## config.mk

```make
export PLATFORM = sky130hd
export DESIGN_NAME = usb_control_request_responder_unit_flat
export DESIGN_NICKNAME = d
export VERILOG_FILES = /design/src/hdl/ucrr_pkg.sv /design/src/hdl/ucrr_req_if.sv /design/src/hdl/ucrr_rsp_if.sv /design/src/hdl/usb_control_request_responder_unit.sv /design/src/flat_wrapper.sv
export SDC_FILE = /design/constraint.sdc
export NUM_CORES = 1
export LEC_CHECK = 0
export ABC_AREA = 1
export BUFFER_PORTS_ARGS = -buffer_cell sky130_fd_sc_hd__buf_2
export CORE_MARGIN = 4
export CORE_UTILIZATION = 53
export CTS_CLUSTER_SIZE = 28
export DETAILED_ROUTE_END_ITERATION = 10
export PLACE_DENSITY = 0.89
export SYNTH_ARGS = -nofsm -noshare
export SYNTH_HDL_FRONTEND = slang
export SYNTH_SLANG_ARGS = --single-unit
```

## constraint.sdc

```tcl
create_clock -name clk -period 2.7 [get_ports clk]
set_input_delay 0.27 -clock clk [delete_from_list [all_inputs] [get_ports clk]]
set_output_delay 0.27 -clock clk [all_outputs]
set_load 0.01 [all_outputs]
```

## src/hdl/ucrr_pkg.sv

```systemverilog
// ----------------------------------------------------------------------------
// ucrr_pkg
// Shared constants, microcode format, microprogram and descriptor contents
// for the endpoint zero standard request responder.
// ----------------------------------------------------------------------------
package ucrr_pkg;

	localparam int EP0_PACKET_BYTES = 32;
	localparam int PKT_W = $clog2(EP0_PACKET_BYTES);
	localparam int ROM_BYTES = 52;
	localparam int PTR_W = 6;
	localparam int CNT_W = 6;
	localparam int PC_W = 4;
	localparam int PADDR_W = 3;

	localparam logic [PTR_W-1:0] DEV_OFS = 6'd0;
	localparam logic [CNT_W-1:0] DEV_LEN = 6'd18;
	localparam logic [PTR_W-1:0] CFG_OFS = 6'd18;
	localparam logic [CNT_W-1:0] CFG_LEN = 6'd34;

	localparam logic [15:0] VEND_CODE_RST = 16'h03EB;
	localparam logic [15:0] PROD_CODE_RST = 16'h2FF4;

	localparam logic [1:0] KIND_DATA = 2'd0;
	localparam logic [1:0] KIND_ZLP = 2'd1;
	localparam logic [1:0] KIND_STALL = 2'd2;
	localparam logic [1:0] KIND_DONE = 2'd3;

	localparam logic [7:0] REQ_GET_STATUS = 8'h00;
	localparam logic [7:0] REQ_SET_ADDRESS = 8'h05;
	localparam logic [7:0] REQ_GET_DESCRIPTOR = 8'h06;
	localparam logic [7:0] REQ_GET_CONFIGURATION = 8'h08;
	localparam logic [7:0] REQ_SET_CONFIGURATION = 8'h09;
	localparam logic [7:0] RT_HOST_TO_DEV = 8'h00;
	localparam logic [7:0] RT_DEV_TO_HOST = 8'h80;
	localparam logic [7:0] DT_DEVICE = 8'h01;
	localparam logic [7:0] DT_CONFIGURATION = 8'h02;

	localparam logic REG_VEND_CODE = 1'b0;
	localparam logic REG_PROD_CODE = 1'b1;

	localparam logic [PC_W-1:0] UA_DISPATCH = 4'd0;
	localparam logic [PC_W-1:0] UA_BUSRST = 4'd1;
	localparam logic [PC_W-1:0] UA_STALL = 4'd2;
	localparam logic [PC_W-1:0] UA_DONE = 4'd3;
	localparam logic [PC_W-1:0] UA_SETADDR = 4'd4;
	localparam logic [PC_W-1:0] UA_SETCFG = 4'd5;
	localparam logic [PC_W-1:0] UA_GETCFG = 4'd6;
	localparam logic [PC_W-1:0] UA_STAT0 = 4'd7;
	localparam logic [PC_W-1:0] UA_STAT1 = 4'd8;
	localparam logic [PC_W-1:0] UA_DESC = 4'd9;

	localparam logic [1:0] DS_ZERO = 2'd0;
	localparam logic [1:0] DS_CFG = 2'd1;
	localparam logic [1:0] DS_ROM = 2'd2;

	localparam logic [1:0] PS_ZERO = 2'd0;
	localparam logic [1:0] PS_ONE = 2'd1;
	localparam logic [1:0] PS_PKT = 2'd2;

	localparam logic [1:0] LS_ZERO = 2'd0;
	localparam logic [1:0] LS_ONE = 2'd1;
	localparam logic [1:0] LS_FIN = 2'd2;

	localparam logic [1:0] WR_NONE = 2'd0;
	localparam logic [1:0] WR_CLEAR = 2'd1;
	localparam logic [1:0] WR_ADDR = 2'd2;
	localparam logic [1:0] WR_CFG = 2'd3;

	localparam logic [1:0] NX_DISPATCH = 2'd0;
	localparam logic [1:0] NX_NEXT = 2'd1;
	localparam logic [1:0] NX_LOOP = 2'd2;
	localparam logic [1:0] NX_IDLE = 2'd3;

	typedef struct packed {
		logic emit;
		logic [1:0] kind;
		logic [1:0] dsrc;
		logic [1:0] pend;
		logic [1:0] lst;
		logic [1:0] wr;
		logic [1:0] nxt;
	} ucw_t;

	localparam logic [7:0] ROM_INIT [ROM_BYTES] = '{
		8'd18, 8'h01, 8'h00, 8'h02, 8'h00, 8'h00, 8'h00, 8'(EP0_PACKET_BYTES),
		8'hEB, 8'h03, 8'hF4, 8'h2F, 8'h00, 8'h01, 8'h00, 8'h00, 8'h00, 8'h01,
		8'd9, 8'h02, 8'd34, 8'h00, 8'h01, 8'h01, 8'h00, 8'hC0, 8'd50,
		8'd9, 8'h04, 8'h00, 8'h00, 8'h01, 8'h03, 8'h01, 8'h01, 8'h00,
		8'd7, 8'h05, 8'h81, 8'h03, 8'h08, 8'h00, 8'h0A,
		8'd9, 8'h21, 8'h01, 8'h01, 8'h00, 8'h01, 8'h22, 8'h3F, 8'h00
	};

	function automatic ucw_t ucode(input logic [PC_W-1:0] pc);
		ucw_t w;
		w = '{emit: 1'b1, kind: KIND_STALL, dsrc: DS_ZERO, pend: PS_ZERO,
			lst: LS_ONE, wr: WR_NONE, nxt: NX_IDLE};
		unique case (pc)
			UA_DISPATCH: begin
				w.emit = 1'b0;
				w.nxt = NX_DISPATCH;
			end
			UA_BUSRST: begin
				w.kind = KIND_DONE;
				w.wr = WR_CLEAR;
			end
			UA_STALL: begin
				w.kind = KIND_STALL;
			end
			UA_DONE: begin
				w.kind = KIND_DONE;
			end
			UA_SETADDR: begin
				w.kind = KIND_ZLP;
				w.pend = PS_ONE;
				w.wr = WR_ADDR;
			end
			UA_SETCFG: begin
				w.kind = KIND_ZLP;
				w.pend = PS_ONE;
				w.wr = WR_CFG;
			end
			UA_GETCFG: begin
				w.kind = KIND_DATA;
				w.dsrc = DS_CFG;
				w.pend = PS_ONE;
			end
			UA_STAT0: begin
				w.kind = KIND_DATA;
				w.lst = LS_ZERO;
				w.nxt = NX_NEXT;
			end
			UA_STAT1: begin
				w.kind = KIND_DATA;
				w.pend = PS_ONE;
			end
			UA_DESC: begin
				w.kind = KIND_DATA;
				w.dsrc = DS_ROM;
				w.pend = PS_PKT;
				w.lst = LS_FIN;
				w.nxt = NX_LOOP;
			end
			default: begin
				w.kind = KIND_STALL;
			end
		endcase
		return w;
	endfunction

	function automatic logic [7:0] rom_byte(input logic [PTR_W-1:0] idx,
		input logic [15:0] vid, input logic [15:0] pid);
		logic [7:0] b;
		b = 8'h00;
		if (idx < PTR_W'(ROM_BYTES)) begin
			b = ROM_INIT[idx];
		end
		if (idx == 6'd8) begin
			b = vid[7:0];
		end
		if (idx == 6'd9) begin
			b = vid[15:8];
		end
		if (idx == 6'd10) begin
			b = pid[7:0];
		end
		if (idx == 6'd11) begin
			b = pid[15:8];
		end
		return b;
	endfunction

endpackage

```

## src/hdl/ucrr_req_if.sv

```systemverilog
// ----------------------------------------------------------------------------
// ucrr_req_if
// Request channel: decoded setup packets and bus reset events.
// ----------------------------------------------------------------------------
interface ucrr_req_if;
	logic valid;
	logic ready;
	logic cmd;
	logic [7:0] request_type;
	logic [7:0] request;
	logic [15:0] req_value;
	logic [15:0] req_index;
	logic [15:0] req_length;

	modport source(output valid, cmd, request_type, request, req_value, req_index,
		req_length, input ready);
	modport sink(input valid, cmd, request_type, request, req_value, req_index,
		req_length, output ready);
endinterface

```

## src/hdl/ucrr_rsp_if.sv

```systemverilog
// ----------------------------------------------------------------------------
// ucrr_rsp_if
// Response channel: data bytes, zero-length packets, stalls and completions.
// ----------------------------------------------------------------------------
interface ucrr_rsp_if;
	logic valid;
	logic ready;
	logic [1:0] kind;
	logic [7:0] data_byte;
	logic packet_end;
	logic last;
	logic [6:0] device_address;
	logic address_enabled;
	logic [7:0] config_value;

	modport source(output valid, kind, data_byte, packet_end, last, device_address,
		address_enabled, config_value, input ready);
	modport sink(input valid, kind, data_byte, packet_end, last, device_address,
		address_enabled, config_value, output ready);
endinterface

```

## src/hdl/usb_control_request_responder_unit.sv

```systemverilog
// ----------------------------------------------------------------------------
// usb_control_request_responder_unit
// Endpoint zero standard request handler driven by a small microprogram.
// ----------------------------------------------------------------------------
// Channel  Direction  Contents
// req      in         setup packet fields or bus reset event
// rsp      out        one result per transaction, last marks the final one
// apb      in         vendor code at 0x0, product code at 0x4
//
// A request is taken in the dispatch step and then runs one microcode step per
// result, so a descriptor reply takes one step per byte.
// An output register holds each result; a stalled rsp channel holds the step.
// Reset clears the address, configuration and sequencer; no clearing pass.
// ----------------------------------------------------------------------------
module usb_control_request_responder_unit (
	input  logic clk,
	input  logic arst_n,
	input  logic psel,
	input  logic penable,
	input  logic pwrite,
	input  logic [ucrr_pkg::PADDR_W-1:0] paddr,
	input  logic [31:0] pwdata,
	output logic [31:0] prdata,
	output logic pready,
	ucrr_req_if.sink req,
	ucrr_rsp_if.source rsp
);

	logic [15:0] vend_code_q;
	logic [15:0] prod_code_q;
	logic [ucrr_pkg::PC_W-1:0] pc_q;
	logic [7:0] val_q;
	logic [ucrr_pkg::CNT_W-1:0] cnt_q;
	logic [ucrr_pkg::PTR_W-1:0] ptr_q;
	logic [ucrr_pkg::PKT_W-1:0] pkt_q;
	logic [7:0] cfg_q;
	logic [6:0] addr_q;
	logic aen_q;
	logic rsp_valid_q;
	logic [1:0] kind_q;
	logic [7:0] data_q;
	logic pend_q;
	logic last_q;
	logic [6:0] addr_out_q;
	logic aen_out_q;
	logic [7:0] cfg_out_q;

	ucrr_pkg::ucw_t cw;
	logic out_free;
	logic fire;
	logic in_acc;
	logic fin;
	logic pkt_full;
	logic pend_bit;
	logic last_bit;
	logic [7:0] data_bit;
	logic [7:0] cfg_nx;
	logic [6:0] addr_nx;
	logic aen_nx;
	logic [ucrr_pkg::PC_W-1:0] entry;
	logic [ucrr_pkg::CNT_W-1:0] dsize;
	logic [ucrr_pkg::PTR_W-1:0] dbase;
	logic [ucrr_pkg::CNT_W-1:0] dcnt;
	logic apb_wr;

	assign pready = 1'b1;
	assign apb_wr = psel && penable && pwrite;
	assign prdata = (paddr[2] == ucrr_pkg::REG_PROD_CODE) ? {16'h0000, prod_code_q}
		: {16'h0000, vend_code_q};

	always_ff @(posedge clk or negedge arst_n) begin
		if (!arst_n) begin
			vend_code_q <= ucrr_pkg::VEND_CODE_RST;
			prod_code_q <= ucrr_pkg::PROD_CODE_RST;
		end else if (apb_wr) begin
			if (paddr[2] == ucrr_pkg::REG_PROD_CODE) begin
				prod_code_q <= pwdata[15:0];
			end else begin
				vend_code_q <= pwdata[15:0];
			end
		end
	end

	assign cw = ucrr_pkg::ucode(pc_q);
	assign out_free = !rsp_valid_q || rsp.ready;
	assign fire = cw.emit && out_free;
	assign req.ready = (pc_q == ucrr_pkg::UA_DISPATCH);
	assign in_acc = req.valid && req.ready;

	always_comb begin
		dsize = ucrr_pkg::DEV_LEN;
		dbase = ucrr_pkg::DEV_OFS;
		if (req.req_value[15:8] == ucrr_pkg::DT_CONFIGURATION) begin
			dsize = ucrr_pkg::CFG_LEN;
			dbase = ucrr_pkg::CFG_OFS;
		end
		dcnt = (req.req_length >= 16'(dsize)) ? dsize : req.req_length[ucrr_pkg::CNT_W-1:0];
	end

	always_comb begin
		entry = ucrr_pkg::UA_STALL;
		priority if (req.cmd) begin
			entry = ucrr_pkg::UA_BUSRST;
		end else if (req.request == ucrr_pkg::REQ_GET_DESCRIPTOR
			&& req.request_type == ucrr_pkg::RT_DEV_TO_HOST) begin
			if (req.req_value[15:8] == ucrr_pkg::DT_DEVICE
				|| req.req_value[15:8] == ucrr_pkg::DT_CONFIGURATION) begin
				entry = (dcnt == '0) ? ucrr_pkg::UA_DONE : ucrr_pkg::UA_DESC;
			end else begin
				entry = ucrr_pkg::UA_STALL;
			end
		end else if (req.request == ucrr_pkg::REQ_SET_ADDRESS
			&& req.request_type == ucrr_pkg::RT_HOST_TO_DEV) begin
			entry = ucrr_pkg::UA_SETADDR;
		end else if (req.request == ucrr_pkg::REQ_SET_CONFIGURATION
			&& req.request_type == ucrr_pkg::RT_HOST_TO_DEV) begin
			entry = ucrr_pkg::UA_SETCFG;
		end else if (req.request == ucrr_pkg::REQ_GET_CONFIGURATION
			&& req.request_type == ucrr_pkg::RT_DEV_TO_HOST) begin
			entry = ucrr_pkg::UA_GETCFG;
		end else if (req.request == ucrr_pkg::REQ_GET_STATUS) begin
			entry = ucrr_pkg::UA_STAT0;
		end else begin
			entry = ucrr_pkg::UA_STALL;
		end
	end

	assign fin = (cnt_q == ucrr_pkg::CNT_W'(1));
	assign pkt_full = (pkt_q == ucrr_pkg::PKT_W'(ucrr_pkg::EP0_PACKET_BYTES - 1));

	always_comb begin
		unique case (cw.pend)
			ucrr_pkg::PS_ONE: pend_bit = 1'b1;
			ucrr_pkg::PS_PKT: pend_bit = fin || pkt_full;
			default: pend_bit = 1'b0;
		endcase
		unique case (cw.lst)
			ucrr_pkg::LS_ONE: last_bit = 1'b1;
			ucrr_pkg::LS_FIN: last_bit = fin;
			default: last_bit = 1'b0;
		endcase
		unique case (cw.dsrc)
			ucrr_pkg::DS_CFG: data_bit = cfg_q;
			ucrr_pkg::DS_ROM: data_bit = ucrr_pkg::rom_byte(ptr_q, vend_code_q, prod_code_q);
			default: data_bit = 8'h00;
		endcase
		cfg_nx = cfg_q;
		addr_nx = addr_q;
		aen_nx = aen_q;
		unique case (cw.wr)
			ucrr_pkg::WR_CLEAR: begin
				cfg_nx = 8'h00;
				addr_nx = 7'h00;
				aen_nx = 1'b0;
			end
			ucrr_pkg::WR_ADDR: begin
				addr_nx = val_q[6:0];
				aen_nx = 1'b1;
			end
			ucrr_pkg::WR_CFG: begin
				cfg_nx = val_q;
			end
			default: begin
				cfg_nx = cfg_q;
			end
		endcase
	end

	always_ff @(posedge clk or negedge arst_n) begin
		if (!arst_n) begin
			pc_q <= ucrr_pkg::UA_DISPATCH;
			cfg_q <= 8'h00;
			addr_q <= 7'h00;
			aen_q <= 1'b0;
		end else begin
			if (pc_q == ucrr_pkg::UA_DISPATCH) begin
				if (in_acc) begin
					pc_q <= entry;
				end
			end else if (fire) begin
				cfg_q <= cfg_nx;
				addr_q <= addr_nx;
				aen_q <= aen_nx;
				unique case (cw.nxt)
					ucrr_pkg::NX_NEXT: pc_q <= pc_q + ucrr_pkg::PC_W'(1);
					ucrr_pkg::NX_LOOP: pc_q <= fin ? ucrr_pkg::UA_DISPATCH : pc_q;
					default: pc_q <= ucrr_pkg::UA_DISPATCH;
				endcase
			end
		end
	end

	always_ff @(posedge clk) begin
		if (in_acc) begin
			val_q <= req.req_value[7:0];
			cnt_q <= dcnt;
			ptr_q <= dbase;
			pkt_q <= '0;
		end else if (fire && cw.dsrc == ucrr_pkg::DS_ROM) begin
			cnt_q <= cnt_q - ucrr_pkg::CNT_W'(1);
			ptr_q <= ptr_q + ucrr_pkg::PTR_W'(1);
			pkt_q <= pend_bit ? '0 : pkt_q + ucrr_pkg::PKT_W'(1);
		end
	end

	always_ff @(posedge clk or negedge arst_n) begin
		if (!arst_n) begin
			rsp_valid_q <= 1'b0;
		end else if (fire) begin
			rsp_valid_q <= 1'b1;
		end else if (rsp.ready) begin
			rsp_valid_q <= 1'b0;
		end
	end

	always_ff @(posedge clk) begin
		if (fire) begin
			kind_q <= cw.kind;
			data_q <= data_bit;
			pend_q <= pend_bit;
			last_q <= last_bit;
			addr_out_q <= addr_nx;
			aen_out_q <= aen_nx;
			cfg_out_q <= cfg_nx;
		end
	end

	assign rsp.valid = rsp_valid_q;
	assign rsp.kind = kind_q;
	assign rsp.data_byte = data_q;
	assign rsp.packet_end = pend_q;
	assign rsp.last = last_q;
	assign rsp.device_address = addr_out_q;
	assign rsp.address_enabled = aen_out_q;
	assign rsp.config_value = cfg_out_q;

endmodule

```

## src/flat_wrapper.sv

```systemverilog
// flat-port wrapper written by rule: the top's interface ports become plain ports
module usb_control_request_responder_unit_flat 
  (clk, arst_n, psel, penable, pwrite, paddr, pwdata, prdata, pready, req_valid, req_cmd, req_request_type, req_request, req_req_value, req_req_index, req_req_length, req_ready, rsp_valid, rsp_kind, rsp_data_byte, rsp_packet_end, rsp_last, rsp_device_address, rsp_address_enabled, rsp_config_value, rsp_ready);
  ucrr_req_if req_i ();
  ucrr_rsp_if rsp_i ();
  input  logic clk;
  input  logic arst_n;
  input  logic psel;
  input  logic penable;
  input  logic pwrite;
  input  logic [ucrr_pkg::PADDR_W-1:0] paddr;
  input  logic [31:0] pwdata;
  output logic [31:0] prdata;
  output logic pready;
  input wire logic [$bits(req_i.valid)-1:0] req_valid;
  input wire logic [$bits(req_i.cmd)-1:0] req_cmd;
  input wire logic [$bits(req_i.request_type)-1:0] req_request_type;
  input wire logic [$bits(req_i.request)-1:0] req_request;
  input wire logic [$bits(req_i.req_value)-1:0] req_req_value;
  input wire logic [$bits(req_i.req_index)-1:0] req_req_index;
  input wire logic [$bits(req_i.req_length)-1:0] req_req_length;
  output wire logic [$bits(req_i.ready)-1:0] req_ready;
  output wire logic [$bits(rsp_i.valid)-1:0] rsp_valid;
  output wire logic [$bits(rsp_i.kind)-1:0] rsp_kind;
  output wire logic [$bits(rsp_i.data_byte)-1:0] rsp_data_byte;
  output wire logic [$bits(rsp_i.packet_end)-1:0] rsp_packet_end;
  output wire logic [$bits(rsp_i.last)-1:0] rsp_last;
  output wire logic [$bits(rsp_i.device_address)-1:0] rsp_device_address;
  output wire logic [$bits(rsp_i.address_enabled)-1:0] rsp_address_enabled;
  output wire logic [$bits(rsp_i.config_value)-1:0] rsp_config_value;
  input wire logic [$bits(rsp_i.ready)-1:0] rsp_ready;
  assign req_i.valid = req_valid;
  assign req_i.cmd = req_cmd;
  assign req_i.request_type = req_request_type;
  assign req_i.request = req_request;
  assign req_i.req_value = req_req_value;
  assign req_i.req_index = req_req_index;
  assign req_i.req_length = req_req_length;
  assign req_ready = req_i.ready;
  assign rsp_valid = rsp_i.valid;
  assign rsp_kind = rsp_i.kind;
  assign rsp_data_byte = rsp_i.data_byte;
  assign rsp_packet_end = rsp_i.packet_end;
  assign rsp_last = rsp_i.last;
  assign rsp_device_address = rsp_i.device_address;
  assign rsp_address_enabled = rsp_i.address_enabled;
  assign rsp_config_value = rsp_i.config_value;
  assign rsp_i.ready = rsp_ready;
  usb_control_request_responder_unit u_core (.clk(clk), .arst_n(arst_n), .psel(psel), .penable(penable), .pwrite(pwrite), .paddr(paddr), .pwdata(pwdata), .prdata(prdata), .pready(pready), .req(req_i), .rsp(rsp_i));
endmodule
```

==> flow_summary.toml <==
[route]
vias_per_cell = 5.20
wl_per_cell_um = 13.6
dr.first_iter.drc_count = 414
num_vias = 5315
antenna_left = 0
dr.pass1.iters = 5
wirelength_um = 13900
drc_errors = 0

[grt]
first_global_vias = 4906
grt-ovfl-total = 0
grt_usage_pct = 21.0
grt_max_degree = 61
antenna_found_initial = 0
grt_pass1_wl_um = 22500

[logic_synthesis]
synth_fa_ha_area_share_pct = 4.49
yosysMostFrequentCell = "nand2_1"
synth_area_sq_um = 6140
synth_area_per_cell_sq_um = 8.07
yosys.area_share.simple_pct = 21.3
async_flop_share_pct = 50.0
ys_top_cells_by_count = "187 x nand2_1, 115 x inv_1, 84 x o21ai_0"
synth_compound_area_share_pct = 14.8
ys_seq_area_share_pct = 47.1
ys.flop_type = "edfxtp_1"
syn-instance-count = 760
yosys.area.top_type = "edfxtp_1"
synth-xor-area-share_pct = 0.285
synth_top_family_by_area = "simple AND/OR/NAND/NOR gates"
ys_ff_latch = 106
yosysWarnings = 0
synth-edff-count = 48
synth_mux_area_share_pct = 0
yosysUniqueCellTypes = 48
synthTopCellsByArea = "edfxtp_1 23%, dfrtp_1 14%, nand2_1 11%"
netlist.area_leader.share_pct = 23.5

[place]
dp_slack_ns = 0.347
dp_cells = 1005
dp_hpwl_um = 10400
place_congestion = 0.919
placed_area_sq_um = 6780
port-buffer-count = 118

[worst_hold_path]
min-delay-start = "req_req_value[4]"
hp-class = "in2reg"
min_path_cells = 1
holdPathEnd = "u_core.val_q[4]"

[timing]
finalClockSkew_ns = 0.00882
tightestPinTransition_ns = 0.879
fin_crit_sh_pct = 89.4
rsz0062_at_grt = "no"
slew_headroom_pct = 41.2
fin_crit_ns = 2.41
maxSlewViolCount = 0
final.setup.tns_ns = 0
setup_viol = 0
worst_slack_ns = 0.287
timing.fmax_mhz = 414
hold_viol = 0

[setup_path]
r2r_slack_ns = 0.29
critPathCaptureType = "flop"
start_kind = "flop"
required_ns = 2.90
r2r_start = "u_core.pc_q[2]"
timing.rr.end = "u_core.addr_q[3]"
path_class = "reg2reg"
r2r_cells = 11
worstPathArrival_ns = 2.62
cp_max_fo = 10

[power]
leakagePower_uw = 0.00342
p_total_uw = 6040
power_per_cell_area_nw_per_um2 = 850
vdd_ir_drop_max_mv = 0.446

[clock_network]
htree_levels = 3
clkSinkCount = 106
cts_buffer_depth = 2
cts_tree = "yes"
insertion_delay_ns = 0.35
clk_pin_slew_ns = 0.08
hold_buffers = 1
cts-root-buf = "clkbuf_16"
post_cts_resized = 0
cts_setup_buffers = 0
cts_inserted_buffers = 9

[floorplan]
die_area_sq_um = 13400
fp.dieH_um = 116
coreArea_sq_um = 11400
die_x_um = 116
start_util_pct = 54.0
ios = 170
rows = 39

[layout]
area_growth_syn_to_layout_pct = 15.8
layout-drive-gt1-share_pct = 21.0
final_area_sq_um = 7110
diodes = 0
fin_nets = 1003
stdcell_count = 1022

[outcome]
outcome = "finished, final reports clean"

[job]
cap_violations = 0
cells by family (layout without fill, tap and decap cells):
| kind of cell | after synthesis | after routing |
|---|---|---|
| AOI/OAI and AO/OA | 167 | 167 |
| xor gates and xnor gates | 2 | 2 |
| adders and majority gates | 22 | 22 |
| buffers and inverters | 162 | 266 |
| DFF | 106 | 106 |
| other | 2 | 17 |
| and+or+nand+nor | 299 | 299 |
critical path, cell delays in order, from the launching register on:
cell and delay, ns:
dfrtp_1 0.40, inv_1 0.11, nor2_1 0.28, nand2_2 0.22, nand2_2 0.21, inv_1 0.07
ha_1 0.29, clkinv_1 0.08, nand2_1 0.25, o22ai_1 0.16, nand2_1 0.09, o21ai_0 0.10
sequential cells by signal, summed over array words and instances (netlist names):
register	cells
u_core.val_q	8
u_core.rsp.valid	1
u_core.rsp.last	1
u_core.cfg_q	8
u_core.ptr_q	6
u_core.rsp.address_enabled	1
u_core.prod_code_q	16
u_core.addr_q	7
u_core.rsp.config_value	8
u_core.rsp.kind	2
u_core.rsp.packet_end	1
u_core.rsp.device_address	7
u_core.aen_q	1
u_core.vend_code_q	16
u_core.cnt_q	6
u_core.pc_q	4
u_core.rsp.data_byte	8
u_core.pkt_q	5
where the power goes:
part	switching (uW)	leakage [uW]	internal [uW]	total, uW
clock network	656	0.000152	668	1320
registers	297	0.00115	2340	2640
logic	1360	0.00212	719	2080
total	2310	0.00342	3730	6040
layer usage:
layer	vias to the layer above	track usage [%]	wire (um)	share of wire, %
met4	0	7.67	299	2.2
met3	23	2.45	833	6.0
met2	192	34.9	6690	48
met1	2431	28.5	6060	44
li1	2669	-	-	-
met5	-	0	0	0
worst max path at each step:
stage,slack [ns],end,start
3_3_place_gp,0.38,u_core.ptr_q[5],u_core.pc_q[1]
2_1_floorplan,0.30,u_core.rsp.address_enabled,u_core.pc_q[0]
5_1_grt,0.05,u_core.ptr_q[0],u_core.pc_q[1]
4_1_cts,0.31,u_core.cnt_q[3],u_core.pc_q[1]
6_report,0.29,u_core.addr_q[3],u_core.pc_q[2]
3_5_place_dp,0.35,u_core.ptr_q[3],u_core.pc_q[1]
layout by cell type (no fill, tap or decap), types with 8 or more instances in the layout:
| master | n |
|---|---|
| nand2_1 | 187 |
| buf_2 | 118 |
| inv_1 | 115 |
| o21ai_0 | 84 |
| a21oi_1 | 50 |
| nor2_1 | 49 |
| edfxtp_1 | 48 |
| dfrtp_1 | 35 |
| nand3_1 | 26 |
| ha_1 | 22 |
| dfstp_2 | 18 |
| conb_1 | 17 |
| o22ai_1 | 15 |
| clkbuf_16 | 9 |
| nor3_1 | 8 |
| buf_4 | 8 |
area by class of cell:
class | instances | area, sq um
fill | 914 | 4260
sequential | 106 | 2890
multi-input combinational | 507 | 2570
timing repair buffer | 128 | 681
inverter | 122 | 465
clock buffer | 9 | 225
tap | 143 | 179
clock inverter | 7 | 91.3
through the flow:
step / hold WS, ns / util [%]
finish: 0.0901 / 62.5
global route: 0.0824 / 62.5
CTS: 0.0855 / 62.5
detailed placement: 0.327 / 59.6
global placement: 0.320 / 59.6
floorplan: -0.0256 / -
Note: power is estimated with default switching activity, not from simulation.
